### config.mk
export PLATFORM = sky130hd
export DESIGN_NAME = line_follow_pd_controller
export DESIGN_NICKNAME = d
export VERILOG_FILES = /design/src/hw/rtl/lfpd_pkg.sv /design/src/hw/rtl/line_follow_pd_controller.sv /design/src/hw/rtl/lfpd_div.sv /design/src/hw/rtl/lfpd_ctrl.sv /design/src/hw/rtl/lfpd_dp.sv
export SDC_FILE = /design/constraint.sdc
export NUM_CORES = 2
export LEC_CHECK = 0
export BUFFER_PORTS_ARGS = -buffer_cell sky130_fd_sc_hd__buf_2
export CAP_MARGIN = 10
export CELL_PAD_IN_SITES_DETAIL_PLACEMENT = 1
export CELL_PAD_IN_SITES_GLOBAL_PLACEMENT = 1
export CORE_MARGIN = 2
export CORE_UTILIZATION = 45
export DETAILED_ROUTE_END_ITERATION = 8
export PLACE_DENSITY = 0.8
export SLEW_MARGIN = 20
export SYNTH_ARGS = -nofsm -noshare
export SYNTH_HDL_FRONTEND = slang
export SYNTH_SLANG_ARGS = --single-unit
### constraint.sdc
create_clock -name aclk -period 18.3 [get_ports aclk]
set_clock_uncertainty 0.05 [all_clocks]
set_input_delay 0.915 -clock aclk [delete_from_list [all_inputs] [get_ports aclk]]
set_output_delay 0.915 -clock aclk [all_outputs]
set_load 0.01 [all_outputs]
### src/hw/rtl/lfpd_pkg.sv
`timescale 1ns / 1ps
`default_nettype none

package lfpd_pkg;

    // Geometry of the sensor bar and of the shared divider
    localparam int SENSOR_COUNT = 8;
    localparam int DIV_W        = 21;   // |(error change) * 1000| < 2^21
    localparam int DVSR_W       = 32;   // elapsed milliseconds
    localparam int DIV_CNT_W    = $clog2(DIV_W);

    // Configuration register indexes
    localparam int CFG_IDX_W = 3;
    localparam logic [CFG_IDX_W-1:0] REG_PROP_GAIN    = 3'd0;
    localparam logic [CFG_IDX_W-1:0] REG_DERIV_GAIN   = 3'd1;
    localparam logic [CFG_IDX_W-1:0] REG_BASE_SPEED   = 3'd2;
    localparam logic [CFG_IDX_W-1:0] REG_SEARCH_LEFT  = 3'd3;
    localparam logic [CFG_IDX_W-1:0] REG_SEARCH_RIGHT = 3'd4;

    // Reset values of the configuration registers
    localparam logic [15:0] PROP_GAIN_RST    = 16'd8960;  // 35.0 in Q8.8
    localparam logic [15:0] DERIV_GAIN_RST   = 16'd256;   // 1.0 in Q8.8
    localparam logic [7:0]  BASE_SPEED_RST   = 8'd80;
    localparam logic [7:0]  SEARCH_LEFT_RST  = 8'd0;
    localparam logic [7:0]  SEARCH_RIGHT_RST = 8'd100;

    typedef struct packed {
        logic [15:0] prop_gain;
        logic [15:0] deriv_gain;
        logic [7:0]  base_speed;
        logic [7:0]  search_left;
        logic [7:0]  search_right;
    } cfg_t;

    typedef enum logic [3:0] {
        ST_IDLE,
        ST_LOAD_ERR,
        ST_DIV_ERR,
        ST_LOAD_DER,
        ST_DIV_DER,
        ST_MUL_P,
        ST_MUL_D,
        ST_SUM,
        ST_DONE
    } state_t;

    // Commands from the controller to the datapath
    typedef struct packed {
        logic capture;
        logic err_start;
        logic err_take;
        logic der_start;
        logic der_clear;
        logic der_take;
        logic mul_p;
        logic mul_d;
        logic sum;
        logic load_out;
    } cmd_t;

    // Status from the datapath to the controller
    typedef struct packed {
        logic in_lost;
        logic dt_zero;
        logic div_done;
        logic out_free;
    } status_t;

endpackage

`default_nettype wire

### src/hw/rtl/line_follow_pd_controller.sv
`timescale 1ns / 1ps
`default_nettype none

// PD line-follower controller.
// Input stream (s_*): one item per control update, carrying the eight sensor
// bits and a millisecond timestamp. Result stream (m_*): one item per input,
// carrying left and right PWM duty and a line-lost flag in tuser.
// Configuration channel (cfg_*): index 0 prop gain, 1 deriv gain, 2 base
// speed, 3 search left, 4 search right; other indexes are ignored. Always
// ready; write only while no item is in flight.
// Flow: one shared restoring divider is used once for the line error and
// once for the derivative. An item with the line in view passes through
// both divides, two products and the sum; when no time has elapsed since the
// last update the derivative divide is skipped and the derivative is zero;
// when no sensor sees the line the item goes straight to the output step.
// One item is worked at a time. The result sits in an output register, so a
// stalled receiver holds only that register: the next item is accepted and
// worked, and it waits in the final step until the register frees up.
// Reset (aresetn low at a clock edge) restores the register defaults, clears
// the error and time history to zero and drops any pending result.
module line_follow_pd_controller (
    input  wire logic        aclk,
    input  wire logic        aresetn,
    // Input items
    input  wire logic        s_tvalid,
    output logic             s_tready,
    input  wire logic [39:0] s_tdata,    // [7:0] sensor_bits, [39:8] time_ms
    // Result items
    output logic             m_tvalid,
    input  wire logic        m_tready,
    output logic [15:0]      m_tdata,    // [7:0] left_pwm, [15:8] right_pwm
    output logic [0:0]       m_tuser,    // [0] line_lost
    // Register writes
    input  wire logic        cfg_valid,
    output logic             cfg_ready,
    input  wire logic [2:0]  cfg_index,
    input  wire logic [15:0] cfg_data
);

    lfpd_pkg::cfg_t    cfg_reg;
    lfpd_pkg::cmd_t    cmd;
    lfpd_pkg::status_t status;

    // Register file: take a write every cycle, drop unknown indexes
    assign cfg_ready = 1'b1;

    always_ff @(posedge aclk) begin
        if (!aresetn) begin
            cfg_reg.prop_gain    <= lfpd_pkg::PROP_GAIN_RST;
            cfg_reg.deriv_gain   <= lfpd_pkg::DERIV_GAIN_RST;
            cfg_reg.base_speed   <= lfpd_pkg::BASE_SPEED_RST;
            cfg_reg.search_left  <= lfpd_pkg::SEARCH_LEFT_RST;
            cfg_reg.search_right <= lfpd_pkg::SEARCH_RIGHT_RST;
        end else if (cfg_valid) begin
            case (cfg_index)
                lfpd_pkg::REG_PROP_GAIN:    cfg_reg.prop_gain    <= cfg_data;
                lfpd_pkg::REG_DERIV_GAIN:   cfg_reg.deriv_gain   <= cfg_data;
                lfpd_pkg::REG_BASE_SPEED:   cfg_reg.base_speed   <= cfg_data[7:0];
                lfpd_pkg::REG_SEARCH_LEFT:  cfg_reg.search_left  <= cfg_data[7:0];
                lfpd_pkg::REG_SEARCH_RIGHT: cfg_reg.search_right <= cfg_data[7:0];
                default: begin
                end
            endcase
        end
    end

    // Capture, one or two divides, two products, sum; lost items skip these
    lfpd_ctrl u_ctrl (
        .aclk     (aclk),
        .aresetn  (aresetn),
        .s_tvalid (s_tvalid),
        .s_tready (s_tready),
        .status   (status),
        .cmd      (cmd)
    );

    // Error, derivative, correction and the output register
    lfpd_dp u_dp (
        .aclk     (aclk),
        .aresetn  (aresetn),
        .cfg      (cfg_reg),
        .cmd      (cmd),
        .status   (status),
        .s_tdata  (s_tdata),
        .m_tvalid (m_tvalid),
        .m_tready (m_tready),
        .m_tdata  (m_tdata),
        .m_tuser  (m_tuser)
    );

    // In the cycle after an item is taken, the block is not ready for input
    a_busy_after_accept: assert property (@(posedge aclk) disable iff (!aresetn)
        cmd.capture |=> !s_tready)
        else $error("input ready right after an accept");

    // The divider only finishes while an item is being worked
    a_div_not_idle: assert property (@(posedge aclk) disable iff (!aresetn)
        status.div_done |-> !s_tready)
        else $error("divider finished while idle");

    // Loading a result always presents it on the next cycle
    a_load_shows: assert property (@(posedge aclk) disable iff (!aresetn)
        cmd.load_out |=> m_tvalid)
        else $error("result loaded but not presented");

    // A lost-line item never starts a divide
    a_lost_no_div: assert property (@(posedge aclk) disable iff (!aresetn)
        (cmd.capture && status.in_lost) |=> !cmd.err_start)
        else $error("divide started for a lost-line item");

endmodule

`default_nettype wire

### src/hw/rtl/lfpd_div.sv
`timescale 1ns / 1ps
`default_nettype none

module lfpd_div (
    input  wire logic                       aclk,
    input  wire logic                       aresetn,
    input  wire logic                       start,
    input  wire logic [lfpd_pkg::DIV_W-1:0]  dividend,
    input  wire logic [lfpd_pkg::DVSR_W-1:0] divisor,
    output logic                            done,
    output logic [lfpd_pkg::DIV_W-1:0]       quotient
);

    localparam int DW = lfpd_pkg::DIV_W;
    localparam int VW = lfpd_pkg::DVSR_W;
    localparam int CW = lfpd_pkg::DIV_CNT_W;

    logic          busy_reg, busy_next;
    logic          done_reg, done_next;
    logic [CW-1:0] cnt_reg, cnt_next;
    logic [VW-1:0] rem_reg, rem_next;
    logic [DW-1:0] quo_reg, quo_next;
    logic [VW-1:0] dvsr_reg, dvsr_next;

    logic [VW:0]   rem_shift;
    logic [VW:0]   rem_diff;

    // Restoring division, one quotient bit a cycle, MSB first
    always_comb begin
        rem_shift = {rem_reg, quo_reg[DW-1]};
        rem_diff  = rem_shift - {1'b0, dvsr_reg};
    end

    always_comb begin
        busy_next = busy_reg;
        done_next = 1'b0;
        cnt_next  = cnt_reg;
        rem_next  = rem_reg;
        quo_next  = quo_reg;
        dvsr_next = dvsr_reg;
        if (start) begin
            busy_next = 1'b1;
            cnt_next  = '0;
            rem_next  = '0;
            quo_next  = dividend;
            dvsr_next = divisor;
        end else if (busy_reg) begin
            if (rem_shift >= {1'b0, dvsr_reg}) begin
                rem_next = rem_diff[VW-1:0];
                quo_next = {quo_reg[DW-2:0], 1'b1};
            end else begin
                rem_next = rem_shift[VW-1:0];
                quo_next = {quo_reg[DW-2:0], 1'b0};
            end
            cnt_next = cnt_reg + 1'b1;
            if (cnt_reg == CW'(DW - 1)) begin
                busy_next = 1'b0;
                done_next = 1'b1;
            end
        end
    end

    always_ff @(posedge aclk) begin
        if (!aresetn) begin
            busy_reg <= 1'b0;
            done_reg <= 1'b0;
            cnt_reg  <= '0;
        end else begin
            busy_reg <= busy_next;
            done_reg <= done_next;
            cnt_reg  <= cnt_next;
        end
    end

    always_ff @(posedge aclk) begin
        rem_reg  <= rem_next;
        quo_reg  <= quo_next;
        dvsr_reg <= dvsr_next;
    end

    assign done     = done_reg;
    assign quotient = quo_reg;

endmodule

`default_nettype wire

### src/hw/rtl/lfpd_ctrl.sv
`timescale 1ns / 1ps
`default_nettype none

module lfpd_ctrl (
    input  wire logic              aclk,
    input  wire logic              aresetn,
    input  wire logic              s_tvalid,
    output logic                   s_tready,
    input  wire lfpd_pkg::status_t status,
    output lfpd_pkg::cmd_t         cmd
);

    lfpd_pkg::state_t state_reg, state_next;

    always_ff @(posedge aclk) begin
        if (!aresetn) begin
            state_reg <= lfpd_pkg::ST_IDLE;
        end else begin
            state_reg <= state_next;
        end
    end

    always_comb begin
        state_next = state_reg;
        case (state_reg)
            lfpd_pkg::ST_IDLE: begin
                if (s_tvalid) begin
                    state_next = status.in_lost ? lfpd_pkg::ST_DONE : lfpd_pkg::ST_LOAD_ERR;
                end
            end
            lfpd_pkg::ST_LOAD_ERR: begin
                state_next = lfpd_pkg::ST_DIV_ERR;
            end
            lfpd_pkg::ST_DIV_ERR: begin
                if (status.div_done) begin
                    state_next = lfpd_pkg::ST_LOAD_DER;
                end
            end
            lfpd_pkg::ST_LOAD_DER: begin
                state_next = status.dt_zero ? lfpd_pkg::ST_MUL_P : lfpd_pkg::ST_DIV_DER;
            end
            lfpd_pkg::ST_DIV_DER: begin
                if (status.div_done) begin
                    state_next = lfpd_pkg::ST_MUL_P;
                end
            end
            lfpd_pkg::ST_MUL_P: begin
                state_next = lfpd_pkg::ST_MUL_D;
            end
            lfpd_pkg::ST_MUL_D: begin
                state_next = lfpd_pkg::ST_SUM;
            end
            lfpd_pkg::ST_SUM: begin
                state_next = lfpd_pkg::ST_DONE;
            end
            lfpd_pkg::ST_DONE: begin
                if (status.out_free) begin
                    state_next = lfpd_pkg::ST_IDLE;
                end
            end
            default: begin
                state_next = lfpd_pkg::ST_IDLE;
            end
        endcase
    end

    always_comb begin
        cmd      = '0;
        s_tready = 1'b0;
        case (state_reg)
            lfpd_pkg::ST_IDLE: begin
                s_tready    = 1'b1;
                cmd.capture = s_tvalid;
            end
            lfpd_pkg::ST_LOAD_ERR: begin
                cmd.err_start = 1'b1;
            end
            lfpd_pkg::ST_DIV_ERR: begin
                cmd.err_take = status.div_done;
            end
            lfpd_pkg::ST_LOAD_DER: begin
                cmd.der_start = !status.dt_zero;
                cmd.der_clear = status.dt_zero;
            end
            lfpd_pkg::ST_DIV_DER: begin
                cmd.der_take = status.div_done;
            end
            lfpd_pkg::ST_MUL_P: begin
                cmd.mul_p = 1'b1;
            end
            lfpd_pkg::ST_MUL_D: begin
                cmd.mul_d = 1'b1;
            end
            lfpd_pkg::ST_SUM: begin
                cmd.sum = 1'b1;
            end
            lfpd_pkg::ST_DONE: begin
                cmd.load_out = status.out_free;
            end
            default: begin
                cmd = '0;
            end
        endcase
    end

endmodule

`default_nettype wire

### src/hw/rtl/lfpd_dp.sv
`timescale 1ns / 1ps
`default_nettype none

module lfpd_dp (
    input  wire logic           aclk,
    input  wire logic           aresetn,
    input  wire lfpd_pkg::cfg_t cfg,
    input  wire lfpd_pkg::cmd_t cmd,
    output lfpd_pkg::status_t   status,
    input  wire logic [39:0]    s_tdata,
    output logic                m_tvalid,
    input  wire logic           m_tready,
    output logic [15:0]         m_tdata,
    output logic [0:0]          m_tuser
);

    localparam int DW = lfpd_pkg::DIV_W;
    localparam int NS = lfpd_pkg::SENSOR_COUNT;

    localparam logic signed [3:0] WEIGHT [NS] = '{-4'sd3, -4'sd2, -4'sd1, 4'sd0,
                                                  4'sd0, 4'sd1, 4'sd2, 4'sd3};

    // Q.16 value to an integer duty, clamped to 0..255
    function automatic logic [7:0] to_duty(input logic signed [41:0] q);
        logic [7:0] duty;
        if (q <= 42'sd0) begin
            duty = 8'd0;
        end else if (q[41:24] != 18'd0) begin
            duty = 8'd255;
        end else begin
            duty = q[23:16];
        end
        return duty;
    endfunction

    // Item capture
    logic signed [3:0]  wsum_in;
    logic [3:0]         cnt_in;
    logic signed [3:0]  wsum_reg;
    logic [3:0]         cnt_reg;
    logic [31:0]        time_reg;
    logic               lost_reg;

    // Controller state
    logic signed [11:0] err_reg, err_next;
    logic signed [11:0] last_err_reg;
    logic [31:0]        last_time_reg;
    logic signed [21:0] deriv_reg, deriv_next;
    logic signed [39:0] prod_reg;
    logic signed [40:0] corr_reg;
    logic               neg_reg;

    // Output stage
    logic               out_valid_reg;
    logic [7:0]         left_reg, right_reg;
    logic               out_lost_reg;

    // Divider connection
    logic               div_start;
    logic [DW-1:0]      div_dividend;
    logic [31:0]        div_divisor;
    logic               div_done;
    logic [DW-1:0]      div_quotient;

    logic [3:0]         wabs;
    logic signed [12:0] diff;
    logic signed [22:0] scaled;
    logic [22:0]        scaled_abs;
    logic [31:0]        dt;

    logic signed [16:0] mul_a;
    logic signed [22:0] mul_b;
    logic signed [39:0] mul_prod;

    logic signed [41:0] base_q;
    logic signed [41:0] left_q, right_q;

    always_comb begin
        wsum_in = 4'sd0;
        cnt_in  = 4'd0;
        for (int i = 0; i < NS; i++) begin
            if (s_tdata[i]) begin
                wsum_in = wsum_in + WEIGHT[i];
                cnt_in  = cnt_in + 4'd1;
            end
        end
    end

    always_comb begin
        wabs       = wsum_reg[3] ? -wsum_reg : wsum_reg;
        diff       = {err_reg[11], err_reg} - {last_err_reg[11], last_err_reg};
        scaled     = 23'(diff) * 23'sd1000;
        scaled_abs = scaled[22] ? 23'(-scaled) : 23'(scaled);
        dt         = time_reg - last_time_reg;
    end

    always_comb begin
        div_start = cmd.err_start | cmd.der_start;
        if (cmd.der_start) begin
            div_dividend = scaled_abs[DW-1:0];
            div_divisor  = dt;
        end else begin
            div_dividend = DW'({wabs, 8'd0});
            div_divisor  = {28'd0, cnt_reg};
        end
    end

    lfpd_div u_div (
        .aclk     (aclk),
        .aresetn  (aresetn),
        .start    (div_start),
        .dividend (div_dividend),
        .divisor  (div_divisor),
        .done     (div_done),
        .quotient (div_quotient)
    );

    always_comb begin
        err_next   = neg_reg ? -12'(div_quotient) : 12'(div_quotient);
        deriv_next = neg_reg ? -22'(div_quotient) : 22'(div_quotient);
    end

    // Shared multiplier, gain times error or derivative
    always_comb begin
        mul_a    = cmd.mul_d ? {1'b0, cfg.deriv_gain} : {1'b0, cfg.prop_gain};
        mul_b    = cmd.mul_d ? 23'(deriv_reg) : 23'(err_reg);
        mul_prod = 40'(mul_a) * 40'(mul_b);
    end

    always_comb begin
        base_q  = {18'd0, cfg.base_speed, 16'd0};
        left_q  = base_q - 42'(corr_reg);
        right_q = base_q + 42'(corr_reg);
    end

    always_ff @(posedge aclk) begin
        if (cmd.capture) begin
            wsum_reg <= wsum_in;
            cnt_reg  <= cnt_in;
            time_reg <= s_tdata[39:8];
            lost_reg <= (cnt_in == 4'd0);
        end
        if (cmd.err_start) begin
            neg_reg <= wsum_reg[3];
        end else if (cmd.der_start) begin
            neg_reg <= scaled[22];
        end
        if (cmd.err_take) begin
            err_reg <= err_next;
        end
        if (cmd.der_clear) begin
            deriv_reg <= '0;
        end else if (cmd.der_take) begin
            deriv_reg <= deriv_next;
        end
        if (cmd.mul_p || cmd.mul_d) begin
            prod_reg <= mul_prod;
        end
        if (cmd.mul_d) begin
            corr_reg <= 41'(prod_reg);
        end else if (cmd.sum) begin
            corr_reg <= corr_reg + 41'(prod_reg);
        end
        if (cmd.load_out) begin
            if (lost_reg) begin
                left_reg     <= cfg.search_left;
                right_reg    <= cfg.search_right;
                out_lost_reg <= 1'b1;
            end else begin
                left_reg     <= to_duty(left_q);
                right_reg    <= to_duty(right_q);
                out_lost_reg <= 1'b0;
            end
        end
    end

    always_ff @(posedge aclk) begin
        if (!aresetn) begin
            last_err_reg  <= '0;
            last_time_reg <= '0;
            out_valid_reg <= 1'b0;
        end else begin
            if (cmd.load_out && !lost_reg) begin
                last_err_reg  <= err_reg;
                last_time_reg <= time_reg;
            end
            if (cmd.load_out) begin
                out_valid_reg <= 1'b1;
            end else if (m_tready) begin
                out_valid_reg <= 1'b0;
            end
        end
    end

    always_comb begin
        status.in_lost  = (s_tdata[NS-1:0] == '0);
        status.dt_zero  = (dt == 32'd0);
        status.div_done = div_done;
        status.out_free = !out_valid_reg || m_tready;
    end

    assign m_tvalid = out_valid_reg;
    assign m_tdata  = {right_reg, left_reg};
    assign m_tuser  = out_lost_reg;

endmodule

`default_nettype wire
# Yosys cells after proc, flatten, opt, wreduce, memory -nomap -nowiden
# Index checks and enable logic that the tools add are counted.
# Widths: inputs -> output; s select.
# totals
register_bits	371
latch_bits	0
mem_bits_rw	0
rom_bits	0
in_bits	64
output_inout_bits	20
elab_cells	161
n_memories	0
# classes
add_sub_neg	23
mul	2
div_mod_pow	0
magnitude_cmp	3
n_eq_ne	17
shifts	0
mux	60
bitwise_logic	3
reduce_logical	25
# ops
cell	n
$le 42x1->1 const B	2
$mux 21	4
$mux 41	2
$mux 4	20
$sub 32x32->32	2
$mux 8	6
$add 25x41->42	1
$sub 25x41->42	1
$add 41x40->41	1
$mul 17x23->40	1
$pmux 4 s9	1
$reduce_bool 18->1	2
$ge 33x32->1	1
$logic_not 32->1	1
$mux 32	1
$add 4x1->4 const B	7
$mux 23	1
$mux 22	1
$neg 21->22	1
$mux 1	21
$neg 21->21	1
$mul 13x8->20 const B	1
$eq 4x3->1 const B	4
$mux 16	1
31 further kinds	49

# Longest topological paths before layout
# depth
depth_word	16
depth_mapped	32
mapped_depth_nobuf	32

# By module
# Synthesis repeated with hierarchy kept, for this count alone.
# hier_totals
cells_unflattened	4272
area_unflattened_um2	38598.3
# by_module_without_submodules
module	n_inst	cells_per_inst	area_per_inst_um2	seq_area_each_um2
lfpd_dp	1	3454	30506.8	5905.7
lfpd_div	1	560	5565.3	2372.3
line_follow_pd_controller	1	216	2190.9	1121.1
lfpd_ctrl	1	42	335.3	80.1

# Worst setup path after synthesis
# Ideal clock, no wire load.
# synth_path
kind	flip-flop to flip-flop
start	reg u_ctrl.state_reg[2]
end	reg u_dp.prod_reg[38] (data pin)
setup_time_ps	258
arrival_ps	7677
required_ps	17992
setup_slack_ps	10315
path_stages_with_launch	28
path_buffers	4
period_less_slack_ps	7985
path_cell_list	dfxtp_1 > clkbuf_1 > nor2b_1 > and2_1 > clkbuf_1 > clkbuf_1 > buf_1 > mux2i_1 > nor2_1 > fa_1 > inv_1 > fa_1 > fa_1 > inv_1 > fa_1 > fa_1 > fa_1 > ha_1 > nand2_1 > or3_1 > o221ai_1 > a21oi_1 > o21ai_0 > o21ai_0 > o311ai_0 > a21o_1 > a21oi_1 > xnor2_1
# synth_between
elab_chain_len	4
elab_cells_between_ends	5
classes_between	mul (1); eq/ne (1); mux (3)
# synth_rtl
element	line_no	source
from (decl)	lfpd_ctrl.sv:13	lfpd_pkg::state_t state_reg, state_next;
from (signal assigned)	lfpd_ctrl.sv:17	state_reg <= lfpd_pkg::ST_IDLE;
from (signal assigned)	lfpd_ctrl.sv:19	state_reg <= state_next;
$eq 4x3->1 (*)	lfpd_ctrl.sv:70	case (state_reg)
$mux 1 (*)	lfpd_ctrl.sv:70	
$mux 16 or $mux 23 (tied branches)	lfpd_dp.sv:125, lfpd_dp.sv:126	
$mul 17x23->40 (*)	lfpd_dp.sv:127	mul_prod = 40'(mul_a) * 40'(mul_b);
named net u_dp.mul_prod[38]	lfpd_dp.sv:73	logic signed [39:0] mul_prod;
to (signal assigned)	lfpd_dp.sv:157	prod_reg <= mul_prod;
to (decl)	lfpd_dp.sv:49	logic signed [39:0] prod_reg;
# Mark *: on every way through the listed nets, which the timed path passes. The rest lies on a longest branch.
# A chain may end at the register's enable or synchronous reset.

# Worst setup path in the final report
# Ends and elaborated chain as after synthesis.

==> summary.md <==
| Metric | Value |
|---|---|
| Initial DRC count | roughly 1,600 |
| Max reg flops | 56 |
| Startpoint types | flip-flop |
| CP max FO | between 50 and 60 |
| WL met2 | ~53,000 um |
| Req. time, crit path | roughly 19,000 ps |
| Setup_tns | 0 ps |
| CTS tree | built |
| CP arrival | between 10,000 and 15,000 ps |
| Via Count | roughly 31,000 |
| Max layer used | met5 |
| Met3 WL | between 5000 and 6000 um |
| Post-synthesis sequential area ratio | between 20 and 25% |
| DR DRC count | 0 |
| Clock latency on the worst-skew pair | 620 ps |
| P&R area growth vs syn | 7.908% |
| Die ar. | roughly 87,000 um2 |
| Cell variety after synth | between 80 and 90 |
| Pin count of the biggest net entering global routing | 77 |
| Period utilization | 55.45% |
| Core footprint | 83,950 um2 |
| Main synth FF type | edfxtp_1 |
| M1 wire length | about 49,000 um |
| Mapped cell area | 38,290 um2 |
| Post-CTS Resized | 0 |
| Setup bufs post-CTS | 0 |
| Initial Util | a little under half |
| Post-Syn Area per Cell | approximately 8.6 um2 |
| Most common cell after layout, fill and taps aside | nand2_1 |
| CP Capture Type | flip-flop |
| Crit Path Category | reg2reg |
| Syn Inst Count | 4,433 |
| Setup Viol. Count Final | 0 |
| Leak | 18.60 nW |
| Antenna violation net count after detailed routing | 0 |
| Clock-pin slew on the worst setup and hold paths | around 70 ps |
| Antenna cells | 0 |
| DP HPWL | ~86,000 um |
| # IOs | 84 |
| Routed len/inst | 19.74 um |
| DR pass1 iterations | 5 |
| Number of global-route vias before repair | roughly 34,000 |
| Fin crit period | roughly 10,000 ps |
| Layout Nets | approximately 5,200 |
| Leading cell types in the layout, fill and taps excluded | 776 x nand2_1, 674 x inv_1, 398 x fa_1 |
| Vias/cell | 5.571 |
| Detailed Route WL | ~110,000 um |
| Largest family of logic cells by synthesized area | adder cells |
| Pwr Total | between 4 and 5 mW |
| H-Tree Depth | 2 |
| Synth Register Bits | ~370 |
| Chip Width | 295.7 um |
| Clk sinks | 371 |
| Post-synthesis xor/xnor area fraction | between 5 and 6% |
| Share of cells above drive strength 1 | 5.482% |
| Hold Fails Final Rpt | 0 |
| Final Non-Filler Cells | 5,585 |
| Max Slew Vio Count | 0 |
| Core Rows | between 100 and 150 |
| Post-synth EDFFs | between 200 and 250 |
| Total grt overflow | 0 |
| GPL Wtd Cong | approximately 0.9 |
| Slew @ Worst Pin | roughly 1100 ps |
| Rel. slew slack | between 20% and 30% |
| GRT Util Overall | about a quarter |
| Post-synthesis mux area share | 1.863% |
| Status | completed |
| Max-cap violations | 0 |
| Worst ir drop on vdd | approximately 0.00011 V |
| Peak Freq | 98.55 MHz |
| Async set or reset register ratio after synthesis | 0% |
| Adder and majority gate portion of the synthesized area | a little over 30% |
| Synth Area in Compound Gates | a little over an eighth |
| Ys Warns | 0 |
| PD cells | about 100 nW/um2 |
| Die Y | between 200 and 300 um |
| PortBufs | ~80 |
| Worst min-delay path class | reg2reg |
| RSZ-0062 raised after global routing | false |
| # hold bufs at CTS | 0 |
| WHS | 402.4 ps |
| Placed instance count | 5,501 |
| Global-route wire length before repair | 179,400 um |
| Clock Path Buffers | 3 |
| Post-synthesis simple-gate area fraction | 16.05% |
| CTS buffer count | 45 |
| Antenna violations before repair | 2 |
| Root Driver | clkbuf_16 |
| Mapped Nets | slightly above 5,000 |
-- kinds of logic after synthesis --
| logic type | count (synthesis) |
|---|---|
| flip-flops | 371 |
| XOR/XNOR | 229 |
| AND/OR/NAND/NOR | 1421 |
| multiplexers | 70 |
| AO/OA/AOI/OAI | 807 |
| other | 1 |
| adder cells (fa/ha/maj) | 686 |
| buffers and inverters | 848 |
-- routing by layer --
| metal | vias up | GRT usage, % |
|---|---|---|
| met1 | 15820 | 34.12 |
| li1 | 14480 | - |
| met5 | - | 0 |
| met2 | 653 | 44.67 |
| met3 | 159 | 2.953 |
| met4 | 2 | 6.463 |
-- cell usage after synthesis, types with 15 or more instances --
master / instances / area share [%]
a211oi_1: 25 / 0.49
a21boi_0: 19 / 0.37
a21o_1: 78 / 1.5
a21oi_1: 289 / 3.8
and2_1: 25 / 0.41
and3_1: 25 / 0.41
clkbuf_1: 158 / 1.5
dfxtp_1: 166 / 8.7
edfxtp_1: 205 / 16
fa_1: 398 / 21
ha_1: 286 / 9.3
inv_1: 674 / 6.6
mux2i_1: 60 / 1.6
nand2_1: 777 / 7.6
nand2b_1: 40 / 0.65
nand3_1: 59 / 0.77
nand4_1: 21 / 0.34
nor2_1: 288 / 2.8
nor2b_1: 36 / 0.59
nor3_1: 60 / 0.78
nor4_1: 25 / 0.41
o211ai_1: 43 / 0.84
o21a_1: 29 / 0.57
o21ai_0: 147 / 1.9
o21bai_1: 22 / 0.43
o31ai_1: 20 / 0.39
or2_2: 15 / 0.25
or3_1: 15 / 0.25
xnor2_1: 143 / 3.3
xor2_1: 86 / 2.0
-- where the power goes --
part	total (mW)	leakage, nW	switching (mW)	internal, mW
Sequential	1.23	3.25	0.120	1.11
Clock	0.978	0.787	0.393	0.585
Combinational	2.05	14.6	1.26	0.791
-- area by class of cell --
type                    count  area, um2
fillers                  9872      42640
well taps                1134       1419
flip-flops and latches    371       9480
clock buffers              61       1256
repair buffers            107      618.1
inverters                 675       2535
multi-input cells        3214      25670
clock inverters            23      341.6
-- critical path, stage by stage (launching register included) --
cell and delay, ps:
dfxtp_1 510, nor2b_1 350, and2_4 620, buf_4 640, nand2_1 130, nand2_1 710, nand2_1 200, fa_1 600
inv_1 60, fa_1 500, fa_1 520, inv_1 60, fa_1 470, fa_1 560, inv_1 60, fa_1 470
ha_1 400, nand3_1 180, or3_1 370, o221ai_1 460, a21oi_1 290, o21ai_0 300, o21ai_0 270, o311ai_0 640
a21o_1 200, a21oi_1 80, xnor2_1 130
-- through the flow --
stage	setup slack, ps	cell area [um2]	util (%)
floorplan	10310	38290	-
global placement	8804	39670	47.25
detailed placement	8332	39700	47.29
CTS	8248	41300	49.20
global route	7499	41320	49.21
finish	8153	41320	49.21
-- worst paths after layout --
path	end	from	slack, ps	depth (start not counted)
setup / recovery	u_dp.prod_reg[38]$_DFFE_PN_	u_ctrl.state_reg[2]$_SDFFE_PN0P_	8150	26
hold / removal	u_dp.last_time_reg[14]$_SDFFE_PN0P_	u_dp.last_time_reg[14]$_SDFFE_PN0P_	400	2
setup reg to reg	u_dp.prod_reg[38]$_DFFE_PN_	u_ctrl.state_reg[2]$_SDFFE_PN0P_	8150	26
hold reg to reg	u_dp.last_time_reg[14]$_SDFFE_PN0P_	u_dp.last_time_reg[14]$_SDFFE_PN0P_	400	2
(Power assumes the default switching activity.)
